**config.mk**
```make
export PLATFORM = sky130hd
export DESIGN_NAME = auto_exposure_adaptation_flat
export DESIGN_NICKNAME = d
export VERILOG_FILES = /design/src/rtl/aea_pkg.sv /design/src/rtl/aea_in_if.sv /design/src/rtl/aea_out_if.sv /design/src/rtl/aea_cfg_if.sv /design/src/rtl/aea_mul.sv /design/src/rtl/aea_cfg.sv /design/src/rtl/auto_exposure_adaptation.sv /design/src/flat_wrapper.sv
export SDC_FILE = /design/constraint.sdc
export NUM_CORES = 2
export LEC_CHECK = 0
export BUFFER_PORTS_ARGS = -buffer_cell sky130_fd_sc_hd__buf_4
export CORE_ASPECT_RATIO = 1.25
export CORE_UTILIZATION = 55
export DETAILED_ROUTE_END_ITERATION = 16
export GPL_TIMING_DRIVEN = 0
export PLACE_DENSITY = 0.79
export SETUP_SLACK_MARGIN = 0.15
export SLEW_MARGIN = 20
export SYNTH_ARGS = -nofsm -noshare
export SYNTH_HDL_FRONTEND = slang
export SYNTH_HIERARCHICAL = 1
export SYNTH_SLANG_ARGS = --single-unit
```
**constraint.sdc**
```tcl
create_clock -name i_clk -period 17.6 [get_ports i_clk]
set_clock_uncertainty 0.1 [all_clocks]
set_input_delay 1.76 -clock i_clk [delete_from_list [all_inputs] [get_ports i_clk]]
set_output_delay 1.76 -clock i_clk [all_outputs]
set_load 0.01 [all_outputs]
```
**src/rtl/aea_pkg.sv**
```systemverilog
// Package: shared types, constants and the power table for auto exposure adaptation.
package aea_pkg;

    localparam int CFG_IDX_W = 3;
    localparam int CFG_DAT_W = 16;

    localparam logic [CFG_IDX_W-1:0] CFG_EV_FLOOR   = 3'd0;
    localparam logic [CFG_IDX_W-1:0] CFG_EV_CEILING = 3'd1;
    localparam logic [CFG_IDX_W-1:0] CFG_RATE_BRT   = 3'd2;
    localparam logic [CFG_IDX_W-1:0] CFG_RATE_DRK   = 3'd3;
    localparam logic [CFG_IDX_W-1:0] CFG_EV_COMP    = 3'd4;
    localparam logic [CFG_IDX_W-1:0] CFG_AUTO_EN    = 3'd5;

    localparam logic [31:0] Q30_ONE   = 32'h4000_0000;
    localparam logic [20:0] LOG2E_Q20 = 21'd1512775;
    localparam int          POW_DEPTH = 24;

    typedef struct packed {
        logic signed [15:0] ev_floor;
        logic signed [15:0] ev_ceiling;
        logic        [15:0] rate_brighten;
        logic        [15:0] rate_darken;
        logic signed [15:0] ev_compensation;
        logic               auto_enable;
    } t_cfg;

    typedef logic [31:0] t_pow_tab [POW_DEPTH];

    function automatic logic [63:0] f_isqrt(input logic [63:0] v);
        logic [63:0] x;
        logic [63:0] res;
        logic [63:0] bit_w;
        x     = v;
        res   = '0;
        bit_w = 64'h4000_0000_0000_0000;
        for (int k = 0; k < 32; k++) begin
            if (bit_w > x) begin
                bit_w = bit_w >> 2;
            end
        end
        for (int k = 0; k < 32; k++) begin
            if (bit_w != 64'd0) begin
                if (x >= res + bit_w) begin
                    x   = x - (res + bit_w);
                    res = (res >> 1) + bit_w;
                end else begin
                    res = res >> 1;
                end
                bit_w = bit_w >> 2;
            end
        end
        return res;
    endfunction

    // T[i] = 2^(2^-i) in Q2.30
    function automatic t_pow_tab f_pow_tab();
        t_pow_tab tab;
        tab[0] = 32'h8000_0000;
        for (int i = 1; i < POW_DEPTH; i++) begin
            tab[i] = 32'(f_isqrt(64'(tab[i-1]) << 30));
        end
        return tab;
    endfunction

    localparam t_pow_tab POW_TAB = f_pow_tab();

endpackage

```
**src/rtl/aea_in_if.sv**
```systemverilog
// Interface: input channel carrying luminance and frame time words.
interface aea_in_if;
    logic        valid;
    logic        ready;
    logic [31:0] avg_luminance;
    logic [15:0] frame_time;

    modport source (output valid, output avg_luminance, output frame_time, input ready);
    modport sink   (input valid, input avg_luminance, input frame_time, output ready);
endinterface

```
**src/rtl/aea_out_if.sv**
```systemverilog
// Interface: output channel carrying adapted EV and exposure gain words.
interface aea_out_if;
    logic               valid;
    logic               ready;
    logic signed [15:0] adapted_ev;
    logic        [31:0] exposure_gain;

    modport source (output valid, output adapted_ev, output exposure_gain, input ready);
    modport sink   (input valid, input adapted_ev, input exposure_gain, output ready);
endinterface

```
**src/rtl/aea_cfg_if.sv**
```systemverilog
// Interface: configuration write channel.
interface aea_cfg_if;
    logic        valid;
    logic        ready;
    logic [2:0]  index;
    logic [15:0] data;

    modport source (output valid, output index, output data, input ready);
    modport sink   (input valid, input index, input data, output ready);
endinterface

```
**src/rtl/aea_mul.sv**
```systemverilog
// Shared 32x32 unsigned multiplier used by the log2, rate, log2(e), exp and EV step states of the sequencer.
module aea_mul (
    input  logic [31:0] i_a,
    input  logic [31:0] i_b,
    output logic [63:0] o_p
);
    assign o_p = 64'(i_a) * 64'(i_b);
endmodule

```
**src/rtl/aea_cfg.sv**
```systemverilog
// Configuration register file with index decode.
module aea_cfg
    import aea_pkg::*;
(
    input  logic   i_clk,
    input  logic   i_rst_n,
    aea_cfg_if.sink i_cfg,
    output t_cfg   o_cfg
);
    t_cfg r_cfg;

    assign i_cfg.ready = 1'b1;
    assign o_cfg       = r_cfg;

    always_ff @(posedge i_clk) begin
        if (!i_rst_n) begin
            r_cfg.ev_floor        <= -16'sd8192;
            r_cfg.ev_ceiling      <= 16'sd16384;
            r_cfg.rate_brighten   <= 16'd256;
            r_cfg.rate_darken     <= 16'd256;
            r_cfg.ev_compensation <= 16'sd0;
            r_cfg.auto_enable     <= 1'b1;
        end else if (i_cfg.valid) begin
            unique case (i_cfg.index)
                CFG_EV_FLOOR:   r_cfg.ev_floor        <= $signed(i_cfg.data);
                CFG_EV_CEILING: r_cfg.ev_ceiling      <= $signed(i_cfg.data);
                CFG_RATE_BRT:   r_cfg.rate_brighten   <= i_cfg.data;
                CFG_RATE_DRK:   r_cfg.rate_darken     <= i_cfg.data;
                CFG_EV_COMP:    r_cfg.ev_compensation <= $signed(i_cfg.data);
                CFG_AUTO_EN:    r_cfg.auto_enable     <= i_cfg.data[0];
                default: ;
            endcase
        end
    end
endmodule

```
**src/rtl/auto_exposure_adaptation.sv**
```systemverilog
// Top level: auto exposure eye adaptation sequencer around one shared multiplier.
//
// Usage
//   i_in  : one word per frame (avg_luminance Q16.16, frame_time Q4.12).
//   o_out : one word per input (adapted_ev Q5.10 signed, exposure_gain Q16.16).
//   i_cfg : register writes, always ready; write only while the block is idle.
// Timing
//   One item at a time. i_in.ready is high only in the idle state.
//   log2 takes EV_FRAC_BITS squarings, exp(-x) takes 20 multiplies, the gain
//   exp2 takes EV_FRAC_BITS multiplies, all on the one 32x32 multiplier.
//   The first frame skips the adaptation steps, and exp(-x) is skipped when
//   the adaptation exponent has no fraction or underflows.
// Reset
//   Registers take their defaults, current EV is 0 and the next frame snaps
//   the EV straight to its target.
// Stall
//   The result sits in an output register; a new word may be accepted while
//   it waits, and the sequencer holds in its final step until the result
//   register is free.
module auto_exposure_adaptation
    import aea_pkg::*;
#(
    parameter int EV_FRAC_BITS  = 10,
    parameter int LUM_FRAC_BITS = 16
) (
    input  logic      i_clk,
    input  logic      i_rst_n,
    aea_in_if.sink    i_in,
    aea_out_if.source o_out,
    aea_cfg_if.sink   i_cfg
);
    localparam int          LFLOOR_RAW = ((1 << LUM_FRAC_BITS) + 5000) / 10000;
    localparam logic [31:0] LFLOOR     = (LFLOOR_RAW == 0) ? 32'd1 : 32'(LFLOOR_RAW);
    localparam logic [4:0]  EXP_LEN    = 5'd20;
    localparam logic [4:0]  EVF_LEN    = 5'(EV_FRAC_BITS);

    typedef enum logic [9:0] {
        S_IDLE  = 10'b00_0000_0001,
        S_LOG   = 10'b00_0000_0010,
        S_CLAMP = 10'b00_0000_0100,
        S_RATE  = 10'b00_0000_1000,
        S_LOGE  = 10'b00_0001_0000,
        S_EXP   = 10'b00_0010_0000,
        S_KCALC = 10'b00_0100_0000,
        S_STEP  = 10'b00_1000_0000,
        S_GSET  = 10'b01_0000_0000,
        S_GOUT  = 10'b10_0000_0000
    } t_state;

    t_cfg w_cfg;

    aea_cfg u_cfg (
        .i_clk   (i_clk),
        .i_rst_n (i_rst_n),
        .i_cfg   (i_cfg),
        .o_cfg   (w_cfg)
    );

    // sequencer state
    t_state                    r_state;
    logic [31:0]               r_m;        // log2 mantissa, then exp2 accumulator
    logic [4:0]                r_p;
    logic [EV_FRAC_BITS-1:0]   r_frac;
    logic [4:0]                r_cnt;
    logic [4:0]                r_len;
    logic                      r_gain_ph;
    logic signed [15:0]        r_target;
    logic signed [15:0]        r_cur;
    logic                      r_first;
    logic [15:0]               r_dt;
    logic [31:0]               r_x;
    logic [19:0]               r_g;        // exponent fraction bits, MSB first
    logic [4:0]                r_sh;
    logic [30:0]               r_k;
    logic signed [16:0]        r_ge;
    logic signed [15:0]        r_out_ev;
    logic [31:0]               r_out_gain;
    logic                      r_out_valid;

    // shared multiplier
    logic [31:0] w_ma;
    logic [31:0] w_mb;
    logic [63:0] w_prod;

    aea_mul u_mul (
        .i_a (w_ma),
        .i_b (w_mb),
        .o_p (w_prod)
    );

    // input normalize
    logic [31:0] w_lf;
    logic [4:0]  w_p;
    logic [31:0] w_m0;

    always_comb begin
        w_lf = (i_in.avg_luminance < LFLOOR) ? LFLOOR : i_in.avg_luminance;
        w_p  = 5'd0;
        for (int i = 0; i < 32; i++) begin
            if (w_lf[i]) begin
                w_p = 5'(i);
            end
        end
        w_m0 = (w_p <= 5'd30) ? (w_lf << (5'd30 - w_p)) : (w_lf >> 1);
    end

    // datapath helpers
    logic [31:0]        w_sq;
    logic signed [31:0] w_t32;
    logic signed [31:0] w_tcl;
    logic signed [15:0] w_tc;
    logic [15:0]        w_rate;
    logic [43:0]        w_y;
    logic [23:0]        w_n;
    logic [19:0]        w_f;
    logic [4:0]         w_tidx;
    logic signed [16:0] w_d;
    logic [16:0]        w_mag;
    logic [63:0]        w_stepr;
    logic [16:0]        w_stepv;
    logic signed [16:0] w_e;
    logic signed [16:0] w_gn;
    logic signed [17:0] w_s;
    logic [17:0]        w_ns;
    logic [63:0]        w_up;
    logic [31:0]        w_gain;

    always_comb begin
        w_sq   = w_prod[61:30];
        w_t32  = (($signed({27'd0, r_p}) - 32'(LUM_FRAC_BITS)) <<< EV_FRAC_BITS)
               + $signed(32'(r_frac));
        // ceiling first, then floor; floor wins when the limits cross
        w_tcl  = (w_t32 > 32'(w_cfg.ev_ceiling)) ? 32'(w_cfg.ev_ceiling) : w_t32;
        if (w_tcl < 32'(w_cfg.ev_floor)) begin
            w_tc = w_cfg.ev_floor;
        end else begin
            w_tc = 16'(w_tcl);
        end
        w_rate  = (r_target > r_cur) ? w_cfg.rate_brighten : w_cfg.rate_darken;
        w_y     = 44'(w_prod >> 20);
        w_n     = w_y[43:20];
        w_f     = w_y[19:0];
        w_tidx  = 5'(r_cnt + 5'd1);
        w_d     = 17'(r_target) - 17'(r_cur);
        w_mag   = w_d[16] ? 17'(-w_d) : 17'(w_d);
        w_stepr = (w_prod + 64'(Q30_ONE >> 1)) >> 30;
        w_stepv = w_stepr[16:0];
        w_e     = w_cfg.auto_enable ? (17'(w_cfg.ev_compensation) - 17'(r_cur))
                                    : 17'(w_cfg.ev_compensation);
        // gain: floor integer part, exp2 of fraction shifted to Q16.16
        w_gn    = r_ge >>> EV_FRAC_BITS;
        w_s     = 18'(w_gn) - 18'sd14;
        w_ns    = 18'(-w_s);
        w_up    = 64'(r_m) << w_s[1:0];
        if (!w_s[17]) begin
            if (w_s > 18'sd2 || w_up > 64'hFFFF_FFFF) begin
                w_gain = 32'hFFFF_FFFF;
            end else begin
                w_gain = w_up[31:0];
            end
        end else if (w_ns >= 18'd40) begin
            w_gain = 32'd0;
        end else begin
            w_gain = 32'((64'(r_m) + (64'd1 << (w_ns[5:0] - 6'd1))) >> w_ns[5:0]);
        end
    end

    // multiplier operand select
    always_comb begin
        w_ma = '0;
        w_mb = '0;
        unique case (r_state)
            S_LOG: begin
                w_ma = r_m;
                w_mb = r_m;
            end
            S_RATE: begin
                w_ma = 32'(w_rate);
                w_mb = 32'(r_dt);
            end
            S_LOGE: begin
                w_ma = r_x;
                w_mb = 32'(LOG2E_Q20);
            end
            S_EXP: begin
                w_ma = r_m;
                w_mb = POW_TAB[w_tidx];
            end
            S_STEP: begin
                w_ma = 32'(w_mag);
                w_mb = 32'(r_k);
            end
            default: ;
        endcase
    end

    assign i_in.ready          = (r_state == S_IDLE);
    assign o_out.valid         = r_out_valid;
    assign o_out.adapted_ev    = r_out_ev;
    assign o_out.exposure_gain = r_out_gain;

    // control registers
    always_ff @(posedge i_clk) begin
        if (!i_rst_n) begin
            r_state     <= S_IDLE;
            r_first     <= 1'b1;
            r_cur       <= 16'sd0;
            r_out_valid <= 1'b0;
        end else begin
            if (r_state == S_GOUT && (!r_out_valid || o_out.ready)) begin
                r_out_valid <= 1'b1;
            end else if (o_out.ready) begin
                r_out_valid <= 1'b0;
            end
            unique case (r_state)
                S_IDLE: begin
                    if (i_in.valid) begin
                        r_state <= S_LOG;
                    end
                end
                S_LOG: begin
                    if (r_cnt == EVF_LEN - 5'd1) begin
                        r_state <= S_CLAMP;
                    end
                end
                S_CLAMP: begin
                    if (r_first) begin
                        r_cur   <= w_tc;
                        r_first <= 1'b0;
                        r_state <= S_GSET;
                    end else begin
                        r_state <= S_RATE;
                    end
                end
                S_RATE: r_state <= S_LOGE;
                S_LOGE: begin
                    if (w_n >= 24'd31 || w_f == 20'd0) begin
                        r_state <= S_KCALC;
                    end else begin
                        r_state <= S_EXP;
                    end
                end
                S_EXP: begin
                    if (r_cnt == r_len - 5'd1) begin
                        r_state <= r_gain_ph ? S_GOUT : S_KCALC;
                    end
                end
                S_KCALC: r_state <= S_STEP;
                S_STEP: begin
                    r_cur   <= w_d[16] ? 16'(17'(r_cur) - w_stepv)
                                       : 16'(17'(r_cur) + w_stepv);
                    r_state <= S_GSET;
                end
                S_GSET: r_state <= S_EXP;
                S_GOUT: begin
                    if (!r_out_valid || o_out.ready) begin
                        r_state <= S_IDLE;
                    end
                end
                default: r_state <= S_IDLE;
            endcase
        end
    end

    // datapath registers
    always_ff @(posedge i_clk) begin
        unique case (r_state)
            S_IDLE: begin
                r_m    <= w_m0;
                r_p    <= w_p;
                r_dt   <= i_in.frame_time;
                r_frac <= '0;
                r_cnt  <= '0;
            end
            S_LOG: begin
                r_m    <= w_sq[31] ? {1'b0, w_sq[31:1]} : w_sq;
                r_frac <= {r_frac[EV_FRAC_BITS-2:0], w_sq[31]};
                r_cnt  <= r_cnt + 5'd1;
            end
            S_CLAMP: r_target <= w_tc;
            S_RATE:  r_x <= w_prod[31:0];
            S_LOGE: begin
                r_cnt     <= '0;
                r_len     <= EXP_LEN;
                r_gain_ph <= 1'b0;
                r_g       <= 20'(21'h10_0000 - 21'(w_f));
                if (w_n >= 24'd31) begin
                    r_m  <= '0;
                    r_sh <= '0;
                end else if (w_f == 20'd0) begin
                    r_m  <= Q30_ONE;
                    r_sh <= w_n[4:0];
                end else begin
                    r_m  <= Q30_ONE;
                    r_sh <= w_n[4:0] + 5'd1;
                end
            end
            S_EXP: begin
                if (r_g[5'd19 - r_cnt]) begin
                    r_m <= w_sq;
                end
                r_cnt <= r_cnt + 5'd1;
            end
            S_KCALC: r_k <= 31'(Q30_ONE - (r_m >> r_sh));
            S_GSET: begin
                r_ge      <= w_e;
                r_m       <= Q30_ONE;
                r_g       <= 20'(w_e[EV_FRAC_BITS-1:0]) << (20 - EV_FRAC_BITS);
                r_cnt     <= '0;
                r_len     <= EVF_LEN;
                r_gain_ph <= 1'b1;
            end
            S_GOUT: begin
                if (!r_out_valid || o_out.ready) begin
                    r_out_ev   <= r_cur;
                    r_out_gain <= w_gain;
                end
            end
            default: ;
        endcase
    end
endmodule

```
**src/flat_wrapper.sv**
```systemverilog
// flat-port wrapper written by rule: the top's interface ports become plain ports
module auto_exposure_adaptation_flat import aea_pkg::*;
#(
    parameter int EV_FRAC_BITS  = 10,
    parameter int LUM_FRAC_BITS = 16
)
  (i_clk, i_rst_n, i_in_valid, i_in_avg_luminance, i_in_frame_time, i_in_ready, o_out_valid, o_out_adapted_ev, o_out_exposure_gain, o_out_ready, i_cfg_valid, i_cfg_index, i_cfg_data, i_cfg_ready);
  aea_in_if i_in_i ();
  aea_out_if o_out_i ();
  aea_cfg_if i_cfg_i ();
  input  logic i_clk;
  input  logic i_rst_n;
  input wire logic [$bits(i_in_i.valid)-1:0] i_in_valid;
  input wire logic [$bits(i_in_i.avg_luminance)-1:0] i_in_avg_luminance;
  input wire logic [$bits(i_in_i.frame_time)-1:0] i_in_frame_time;
  output wire logic [$bits(i_in_i.ready)-1:0] i_in_ready;
  output wire logic [$bits(o_out_i.valid)-1:0] o_out_valid;
  output wire logic [$bits(o_out_i.adapted_ev)-1:0] o_out_adapted_ev;
  output wire logic [$bits(o_out_i.exposure_gain)-1:0] o_out_exposure_gain;
  input wire logic [$bits(o_out_i.ready)-1:0] o_out_ready;
  input wire logic [$bits(i_cfg_i.valid)-1:0] i_cfg_valid;
  input wire logic [$bits(i_cfg_i.index)-1:0] i_cfg_index;
  input wire logic [$bits(i_cfg_i.data)-1:0] i_cfg_data;
  output wire logic [$bits(i_cfg_i.ready)-1:0] i_cfg_ready;
  assign i_in_i.valid = i_in_valid;
  assign i_in_i.avg_luminance = i_in_avg_luminance;
  assign i_in_i.frame_time = i_in_frame_time;
  assign i_in_ready = i_in_i.ready;
  assign o_out_valid = o_out_i.valid;
  assign o_out_adapted_ev = o_out_i.adapted_ev;
  assign o_out_exposure_gain = o_out_i.exposure_gain;
  assign o_out_i.ready = o_out_ready;
  assign i_cfg_i.valid = i_cfg_valid;
  assign i_cfg_i.index = i_cfg_index;
  assign i_cfg_i.data = i_cfg_data;
  assign i_cfg_ready = i_cfg_i.ready;
  auto_exposure_adaptation #(.EV_FRAC_BITS(EV_FRAC_BITS), .LUM_FRAC_BITS(LUM_FRAC_BITS)) u_core (.i_clk(i_clk), .i_rst_n(i_rst_n), .i_in(i_in_i), .o_out(o_out_i), .i_cfg(i_cfg_i));
endmodule
```
-- Word-level counts from Yosys, hierarchy flattened
Memory sizes are Yosys's and may differ from the RTL's.
Cells that the tools add are included.
Widths: inputs -> output; s select.
- logic and storage cells: 181
- bits in latches: 0
- input bits: 72
- register bits after elaboration: 352
- bits in read-only memories: 1024
- memories kept: 1
- memory bits (writable): 0
- memory list (memory ; depth ; bits a word ; read ports ; clocked after Yosys merged registers in ; wr ports ; line ; text):
    (no name shown) ; 32 ; 32 ; 1 ; 0 ; 0 ; auto_exposure_adaptation.sv:187 ; w_mb = POW_TAB[w_tidx];
- bitwise gates (word level): 1
- div/mod/pow operators: 0
- order comparisons: 11
- add/sub/neg operators: 19
- reduce and logical (&&, ||, !) cells: 25
- shift-type cells: 5
- equality and inequality tests: 23
- muxes and demuxes: 70
- multiply operators: 1
- operators by type and width (kind ; number):
    $pmux 32 s5 ; 2
    $mux 32 ; 9
    $mux 5 ; 31
    $pmux 32 s4 ; 1
    $pmux 10 s10 ; 1
    $add 32x64->64 ; 1
    $gt 64x32->1 const B ; 1
    $mul 32x32->64 ; 1
    $mux 16 ; 4
    $shl 1x6->64 const A ; 1
    $shl 32x2->64 ; 1
    $shr 64x6->32 ; 1
    $mux 31 ; 2
    $mux 10 ; 5
    $add 46x30->46 const B ; 1
    $pmux 20 s2 ; 1
    $mux 17 ; 2
    $sub 16x16->17 ; 2
    $add 32x11->32 ; 1
    $gt 32x16->1 ; 1
    $lt 32x16->1 ; 1
    $lt 32x3->1 const B ; 1
    $pmux 16 s2 ; 1
    $shl 32x5->32 ; 1
    56 further kinds ; 82

-- Depth between registers and ports, before layout
- depth in word-level cells: 37
- depth in mapped cells: 62
- gate-level depth less buffers: 59

-- Modules after synthesis
Netlist, hierarchy kept.
- modules (own cells, without submodules) (module ; area an instance (µm²) ; instances ; cells an instance ; seq. area each (µm²)):
    aea_mul ; 33613.5 ; 1 ; 3767 ; 0.0
    auto_exposure_adaptation ; 27946.8 ; 1 ; 3180 ; 7437.1
    aea_cfg ; 3044.2 ; 1 ; 293 ; 1621.6

-- Worst setup path before layout
Ideal clock, no wire load.
- path type: register -> register
- from: register u_core.r_target[0]
- to: register u_core.r_cur[15]
- required time: 17426 ps
- buffers on the path: 3
- slack: 3896 ps
- arrival: 13530 ps
- stages on the path, launching flop included: 59
- period minus slack after synthesis: 13704 ps
- setup time: 74 ps
- path through: edfxtp_1 > inv_1 > ha_1 > inv_1 > fa_1 > a21o_1 > a211o_1 > a2111oi_0 > nor2_1 > xor2_1 > nor3_1 > nand2b_1 > or4_1 > o21ai_1 > xor2_1 > o21ai_0 > clkbuf_1 > and2_1 > [23 not listed] > xnor2_1 > ha_1 > and3_1 > clkbuf_1 > nor3b_1 > xnor2_1 > nor3b_1 > nor2_1 > xor2_1 > ha_1 > and2_1 > a22o_1 > a311o_1 > a41oi_1 > o21ai_0 > xnor2_1 > nand2_1 > a31oi_1
- cells in the longest elaborated chain, start to end: 9
- ends and longest elaborated chain (element ; line ; text):
    start: declaration ; auto_exposure_adaptation.sv:67 ; logic signed [15:0] r_target;
    start signal: assignment ; auto_exposure_adaptation.sv:280 ; S_CLAMP: r_target <= w_tc;
    $sub 16x16->17 ; auto_exposure_adaptation.sv:144 ; w_d = 17'(r_target) - 17'(r_cur);
    $neg 17->17 ; auto_exposure_adaptation.sv:145 ; w_mag = w_d[16] ? 17'(-w_d) : 17'(w_d);
    $mux 17 ; auto_exposure_adaptation.sv:145 ;
    $pmux 32 s4 (*) ; auto_exposure_adaptation.sv:172 ; unique case (r_state)
    named net u_core.w_ma[14] ; auto_exposure_adaptation.sv:81 ; logic [31:0] w_ma;
    $mul 32x32->64 (*) ; aea_mul.sv:7 ; assign o_p = 64'(i_a) * 64'(i_b);
    named net u_core.w_prod[30] ; auto_exposure_adaptation.sv:83 ; logic [63:0] w_prod;
    $add 46x30->46 (*) ; auto_exposure_adaptation.sv:146 ; w_stepr = (w_prod + 64'(Q30_ONE >> 1)) >> 30;
    $add 16x16->16 / $sub 16x16->16 (equally long branches) ; auto_exposure_adaptation.sv:251, auto_exposure_adaptation.sv:250 ;
    $mux 16 (*) ; auto_exposure_adaptation.sv:250 ; r_cur <= w_d[16] ? 16'(17'(r_cur) - w_stepv)
    $pmux 16 s2 (*) ; auto_exposure_adaptation.sv:215 ; unique case (r_state)
    end signal: assignment ; auto_exposure_adaptation.sv:228 ; r_cur <= w_tc;
    end signal: assignment ; auto_exposure_adaptation.sv:250 ;
    end: declaration ; auto_exposure_adaptation.sv:68 ; logic signed [15:0] r_cur;
The timed path passes the listed nets; every way through them passes the cells marked *.
A chain may end at the register's enable or synchronous reset.

-- Final worst setup path
- from: register u_core.r_cur[1]
- to: register u_core.r_cur[15]
- cells in the longest elaborated chain, start to end: 9
- ends and longest elaborated chain (element ; line):
    $sub 16x16->17 ; auto_exposure_adaptation.sv:144
    $neg 17->17 ; auto_exposure_adaptation.sv:145
    $mux 17 ; auto_exposure_adaptation.sv:145
    $pmux 32 s4 (*) ; auto_exposure_adaptation.sv:172
    named net u_core.w_ma[9] ; auto_exposure_adaptation.sv:81
    $mul 32x32->64 (*) ; aea_mul.sv:7
    named net u_core.w_prod[30] ; auto_exposure_adaptation.sv:83
    $add 46x30->46 (*) ; auto_exposure_adaptation.sv:146
    $add 16x16->16 / $sub 16x16->16 (equally long branches) ; auto_exposure_adaptation.sv:251, auto_exposure_adaptation.sv:250
    $mux 16 (*) ; auto_exposure_adaptation.sv:250
    $pmux 16 s2 (*) ; auto_exposure_adaptation.sv:215
Marked as above.

==> run summary <==
Of the post-synthesis cell area, the dominant cell type holds 27.89%. The post-route fraction of the period consumed by the critical path is 96.02%. The total overflow left after global routing is 0.

TritonCTS built the clock tree. The minimum period implied by the final worst setup slack is 16.90 ns. The die is roughly 310 µm wide. The leading register cell type out of synthesis is sky130_fd_sc_hd__edfxtp_1. The share of total power dissipated in sequential elements is 29.0%. The switching power of the nets came out at ~0.0024 W. The delay contributed by the slowest stage of the critical path came out at 0.86 ns.

The share of flip-flops with an asynchronous set or reset after synthesis is 0%. The total number of placement rows is 140. The number of warning messages in the yosys log is 6. The critical path data required time came out at around 18 ns. The source-to-sink clock delay at the later pin of the worst-skew pair is 0.60 ns. The sum of negative setup slack came out at 0 ns. The post-synthesis cell type count is 126. The routed length per placed instance came out at 28.83 µm.

The register area share after synthesis is ~14%. In this run the tightest slew margin relative to its limit is ~15%. Of the total power, combinational logic draws 53.3%. The final layout net count is 8805. The class of the tightest hold or removal check is flop to flop.

The total length of routed wires is 260.5 mm. The number of violations reported at the end of detailed-routing iteration 0 came out at 7600. In this run the cell area of the synthesized design comes to around 0.065 mm².

The detailed-route vias per instance is around 6.5. The all-layer global routing usage came out at 44.00%. The multi-input logic area came out at ~0.050 mm². The number of buffers created by CTS is 38. The final max-slew violation count is 0. The cell-internal power is 0.002303 W. The run finished with clean final reports. The area of the die came out at 0.1188 mm².

The area used by sequential logic in the layout came out at 0.009059 mm². The type of destination of the critical path is a flop. The via count of the routed design came out at 58550.

The quantity of hold-fixing buffers added after cts is 0. The register clock-pin slew on the reported worst setup and hold paths came out at ~0.07 ns. The area added between synthesis and finish came out at 7.013%. The total area inside the core boundary comes to 0.1165 mm².

The fraction of power spent switching nets is 50.58%. Setup repair after global routing left no endpoint under its margin. The global-route wire length before repair is 379.8 mm. The share of total power dissipated in the clock network is 17.6%. For this configuration, the core starts out at a cell density of 55.46%. The number of sinks handled by clock tree synthesis is about 340. The largest individual stage delay along the critical path comes from the cell sky130_fd_sc_hd__mux2i_1. The weighted congestion reported at the end of routability-driven placement came out at 1.087.

The slew at the pin with the worst max-slew slack is 1.281 ns. The number of H-tree levels came out at 2. The synthesized area per cell came out at 8.923 µm². The number of endpoints with negative hold slack in the final report is 0. The number of setup violations in the final report is 0.

The total power density per cell area is a little under 70 mW/mm². The largest total area in the synthesized netlist belongs to sky130_fd_sc_hd__fa_1. The maximum frequency from static timing analysis is 59.17 MHz. The number of antenna violations at the first check in global routing came out at 20. The maximum fanout count along the critical path came out at 10. The number of enable flip-flop cells after synthesis is 229.

Pin placement for this block handled 123 I/O pins. The HPWL after detailed placement is 209.9 mm. The buffer depth of the longest clock path is 3. The area of all placed cells without fillers came out at 0.06914 mm². The worst path setup slack after routing came out at 0.7003 ns. The register bit count reported by yosys is 338. The number of iterations in the first detailed-routing pass is 9.

The count of buffers inserted at the top-level ports came out at 114. In this run the static leakage power is 31.29 nW. The net count after synthesis is ~8600. The worst-case setup slack after placement is approximately 0.87 ns. From bottom edge to top edge, the die measures between 300 and 400 µm. The cell area after placement came out at 0.06773 mm². In the post-synthesis netlist, the biggest area contributors are sky130_fd_sc_hd__fa_1 (28%), sky130_fd_sc_hd__edfxtp_1 (11%), sky130_fd_sc_hd__ha_1 (8.0%). The count of nets left with antenna violations once routing finished came out at 0.

The most repeated library cell on the critical path is sky130_fd_sc_hd__fa_1. The data arrival time of the worst path came out at ~17 ns. The worst setup path is of the flop to flop kind. The post-synthesis cell count came out at 7240.

The filler cells instantiated in the layout total 10470. The maximum number of pins on one net before global-route repair came out at 33. The max-cap check violation count came out at 0. The number of global-route vias before repair was about 58000. Clock tree synthesis selected as its root buffer the cell sky130_fd_sc_hd__clkbuf_16.

The proportion of layout cells with a drive suffix above 1 came out at 7.315%. The number of remaining DRC errors came out at 0. The worst setup path is launched from a flop. The maximum vdd drop is between 90 and 100 µV.
-- per-layer routing --
metal / part of all wire, % / wire length, µm / vias to the layer above / global-route usage [%]
met5: 0.021 / 56 / - / 0
met4: 8.1 / 21040 / 8 / 28.10
met3: 13 / 34990 / 1030 / 14.05
met2: 43 / 111600 / 4301 / 65.41
met1: 36 / 92850 / 28860 / 55.24
li1: - / - / 24350 / -
-- power groups by stage --
stage               clock, W  combinational (W)  sequential (W)
floorplan                  0            0.00156         0.00108
global placement           0            0.00231         0.00132
detailed placement         0            0.00236         0.00131
CTS                 0.000828            0.00237         0.00130
global route        0.000862            0.00260         0.00133
finish              0.000822            0.00249         0.00135
-- per-stage QoR --
step	power (W)	hold WS, ns	instances	util, %
6_report	0.004661	0.3575	9038	59.35
5_1_grt	0.004785	0.3631	9012	59.29
4_1_cts	0.004502	0.3595	9009	59.23
3_5_place_dp	0.003673	0.3476	8941	58.14
3_3_place_gp	0.003625	0.3417	8916	57.87
2_1_floorplan	0.002644	0.3347	7240	-
-- cell families after synthesis --
group                    synth area share (%)
multiplexers                            7.491
buffers and inverters                   9.184
AO/OA/AOI/OAI                           11.98
flip-flops                              14.02
other                                0.005805
AND/OR/NAND/NOR                         18.18
XOR/XNOR                                3.281
adder cells (fa/ha/maj)                 35.85
-- cells in the final DEF, fill, tap and decap left out, types with 38 or more instances in the layout --
| cell type | n |
|---|---|
| sky130_fd_sc_hd__edfxtp_1 | 229 |
| sky130_fd_sc_hd__o211ai_1 | 45 |
| sky130_fd_sc_hd__mux4_2 | 107 |
| sky130_fd_sc_hd__clkbuf_1 | 359 |
| sky130_fd_sc_hd__nor2_1 | 298 |
| sky130_fd_sc_hd__nor2b_1 | 43 |
| sky130_fd_sc_hd__inv_1 | 1067 |
| sky130_fd_sc_hd__a22oi_1 | 43 |
| sky130_fd_sc_hd__a31oi_1 | 44 |
| sky130_fd_sc_hd__xor2_1 | 85 |
| sky130_fd_sc_hd__nand2_1 | 894 |
| sky130_fd_sc_hd__clkbuf_16 | 38 |
| sky130_fd_sc_hd__and3_1 | 62 |
| sky130_fd_sc_hd__and2_1 | 622 |
| sky130_fd_sc_hd__nor3_1 | 91 |
| sky130_fd_sc_hd__fa_1 | 900 |
| sky130_fd_sc_hd__o21ai_0 | 200 |
| sky130_fd_sc_hd__nand3_1 | 106 |
| sky130_fd_sc_hd__xnor2_1 | 140 |
| sky130_fd_sc_hd__a21oi_1 | 260 |
| sky130_fd_sc_hd__o21ai_1 | 38 |
| sky130_fd_sc_hd__buf_4 | 151 |
| sky130_fd_sc_hd__mux2_2 | 54 |
| sky130_fd_sc_hd__mux2i_1 | 182 |
| sky130_fd_sc_hd__nand4_1 | 41 |
| sky130_fd_sc_hd__a21o_1 | 78 |
| sky130_fd_sc_hd__ha_1 | 411 |
| sky130_fd_sc_hd__dfxtp_1 | 109 |
-- state kept, by name, indices dropped and copies added, names as in the netlist --
| register | count |
|---|---|
| u_core/r_frac | 10 |
| u_core/r_len | 2 |
| u_core/o_out.adapted_ev | 16 |
| u_core/r_m | 32 |
| u_core/r_g | 20 |
| u_core/r_p | 5 |
| u_core/o_out.valid | 1 |
| u_core/r_dt | 16 |
| u_core/r_target | 16 |
| u_core/r_cur | 16 |
| u_core/r_first | 1 |
| u_core/r_k | 31 |
| u_core/o_out.exposure_gain | 32 |
| u_core/r_cnt | 5 |
| u_core/r_sh | 5 |
| u_core/r_state | 10 |
| u_core/r_ge | 7 |
| u_core/r_x | 32 |
| u_core/u_cfg/o_cfg | 81 |
-- synthesized netlist by cell type (32+ instances only) --
| master | instances |
|---|---|
| sky130_fd_sc_hd__edfxtp_1 | 229 |
| sky130_fd_sc_hd__and3_1 | 62 |
| sky130_fd_sc_hd__nor4_1 | 32 |
| sky130_fd_sc_hd__nand3_1 | 106 |
| sky130_fd_sc_hd__a31oi_1 | 44 |
| sky130_fd_sc_hd__mux4_2 | 107 |
| sky130_fd_sc_hd__xor2_1 | 85 |
| sky130_fd_sc_hd__nand4_1 | 41 |
| sky130_fd_sc_hd__nor2b_1 | 44 |
| sky130_fd_sc_hd__nor2_1 | 298 |
| sky130_fd_sc_hd__mux2_2 | 54 |
| sky130_fd_sc_hd__ha_1 | 411 |
| sky130_fd_sc_hd__a21o_1 | 78 |
| sky130_fd_sc_hd__a21oi_1 | 261 |
| sky130_fd_sc_hd__mux2i_1 | 182 |
| sky130_fd_sc_hd__fa_1 | 900 |
| sky130_fd_sc_hd__o211ai_1 | 45 |
| sky130_fd_sc_hd__a22oi_1 | 43 |
| sky130_fd_sc_hd__xnor2_1 | 141 |
| sky130_fd_sc_hd__o21ai_0 | 228 |
| sky130_fd_sc_hd__inv_1 | 1068 |
| sky130_fd_sc_hd__nor3_1 | 91 |
| sky130_fd_sc_hd__and2_1 | 622 |
| sky130_fd_sc_hd__clkbuf_1 | 367 |
| sky130_fd_sc_hd__dfxtp_1 | 109 |
| sky130_fd_sc_hd__nand2_1 | 894 |
| sky130_fd_sc_hd__a211oi_1 | 36 |
-- critical path: cells and delay by family, from the launching register on --
| kind | cells | cell delay, ns |
|---|---|---|
| adders and majority gates | 12 | 5.64 |
| AOI/OAI and AO/OA | 17 | 4.54 |
| and+or+nand+nor | 11 | 2.20 |
| buffers and inverters | 10 | 2.02 |
| muxes | 1 | 0.86 |
| xor gates and xnor gates | 4 | 0.84 |
| DFF | 1 | 0.59 |
-- area by class of cell --
class / count / share of cell area (%)
Sequential cell: 338 / 13.10
Inverter: 1076 / 5.842
Buffer: 453 / 2.778
Timing Repair Buffer: 142 / 1.663
Clock buffer: 43 / 1.403
Multi-Input combinational cell: 5373 / 71.86
Tap cell: 1562 / 2.827
Clock inverter: 25 / 0.4343
Antenna cell: 26 / 0.09411
-- worst paths after layout --
check                         startpoint                     end  slack, ns  depth (start not counted)
setup reg to reg         u_core/r_cur[1]        u_core/r_cur[15]       0.70                         55
hold reg to reg   u_core/u_cfg/o_cfg[31]  u_core/u_cfg/o_cfg[31]       0.36                          2
setup / recovery         u_core/r_cur[1]        u_core/r_cur[15]       0.70                         55
hold / removal    u_core/u_cfg/o_cfg[31]  u_core/u_cfg/o_cfg[31]       0.36                          2
-- timing repair --
item | 4_1_cts | 5_1_grt
endpoints found under the setup margin | 0 | 2
gates resized for setup | 0 | 23
setup buffers | 0 | 2
(Power assumes the default switching activity.)
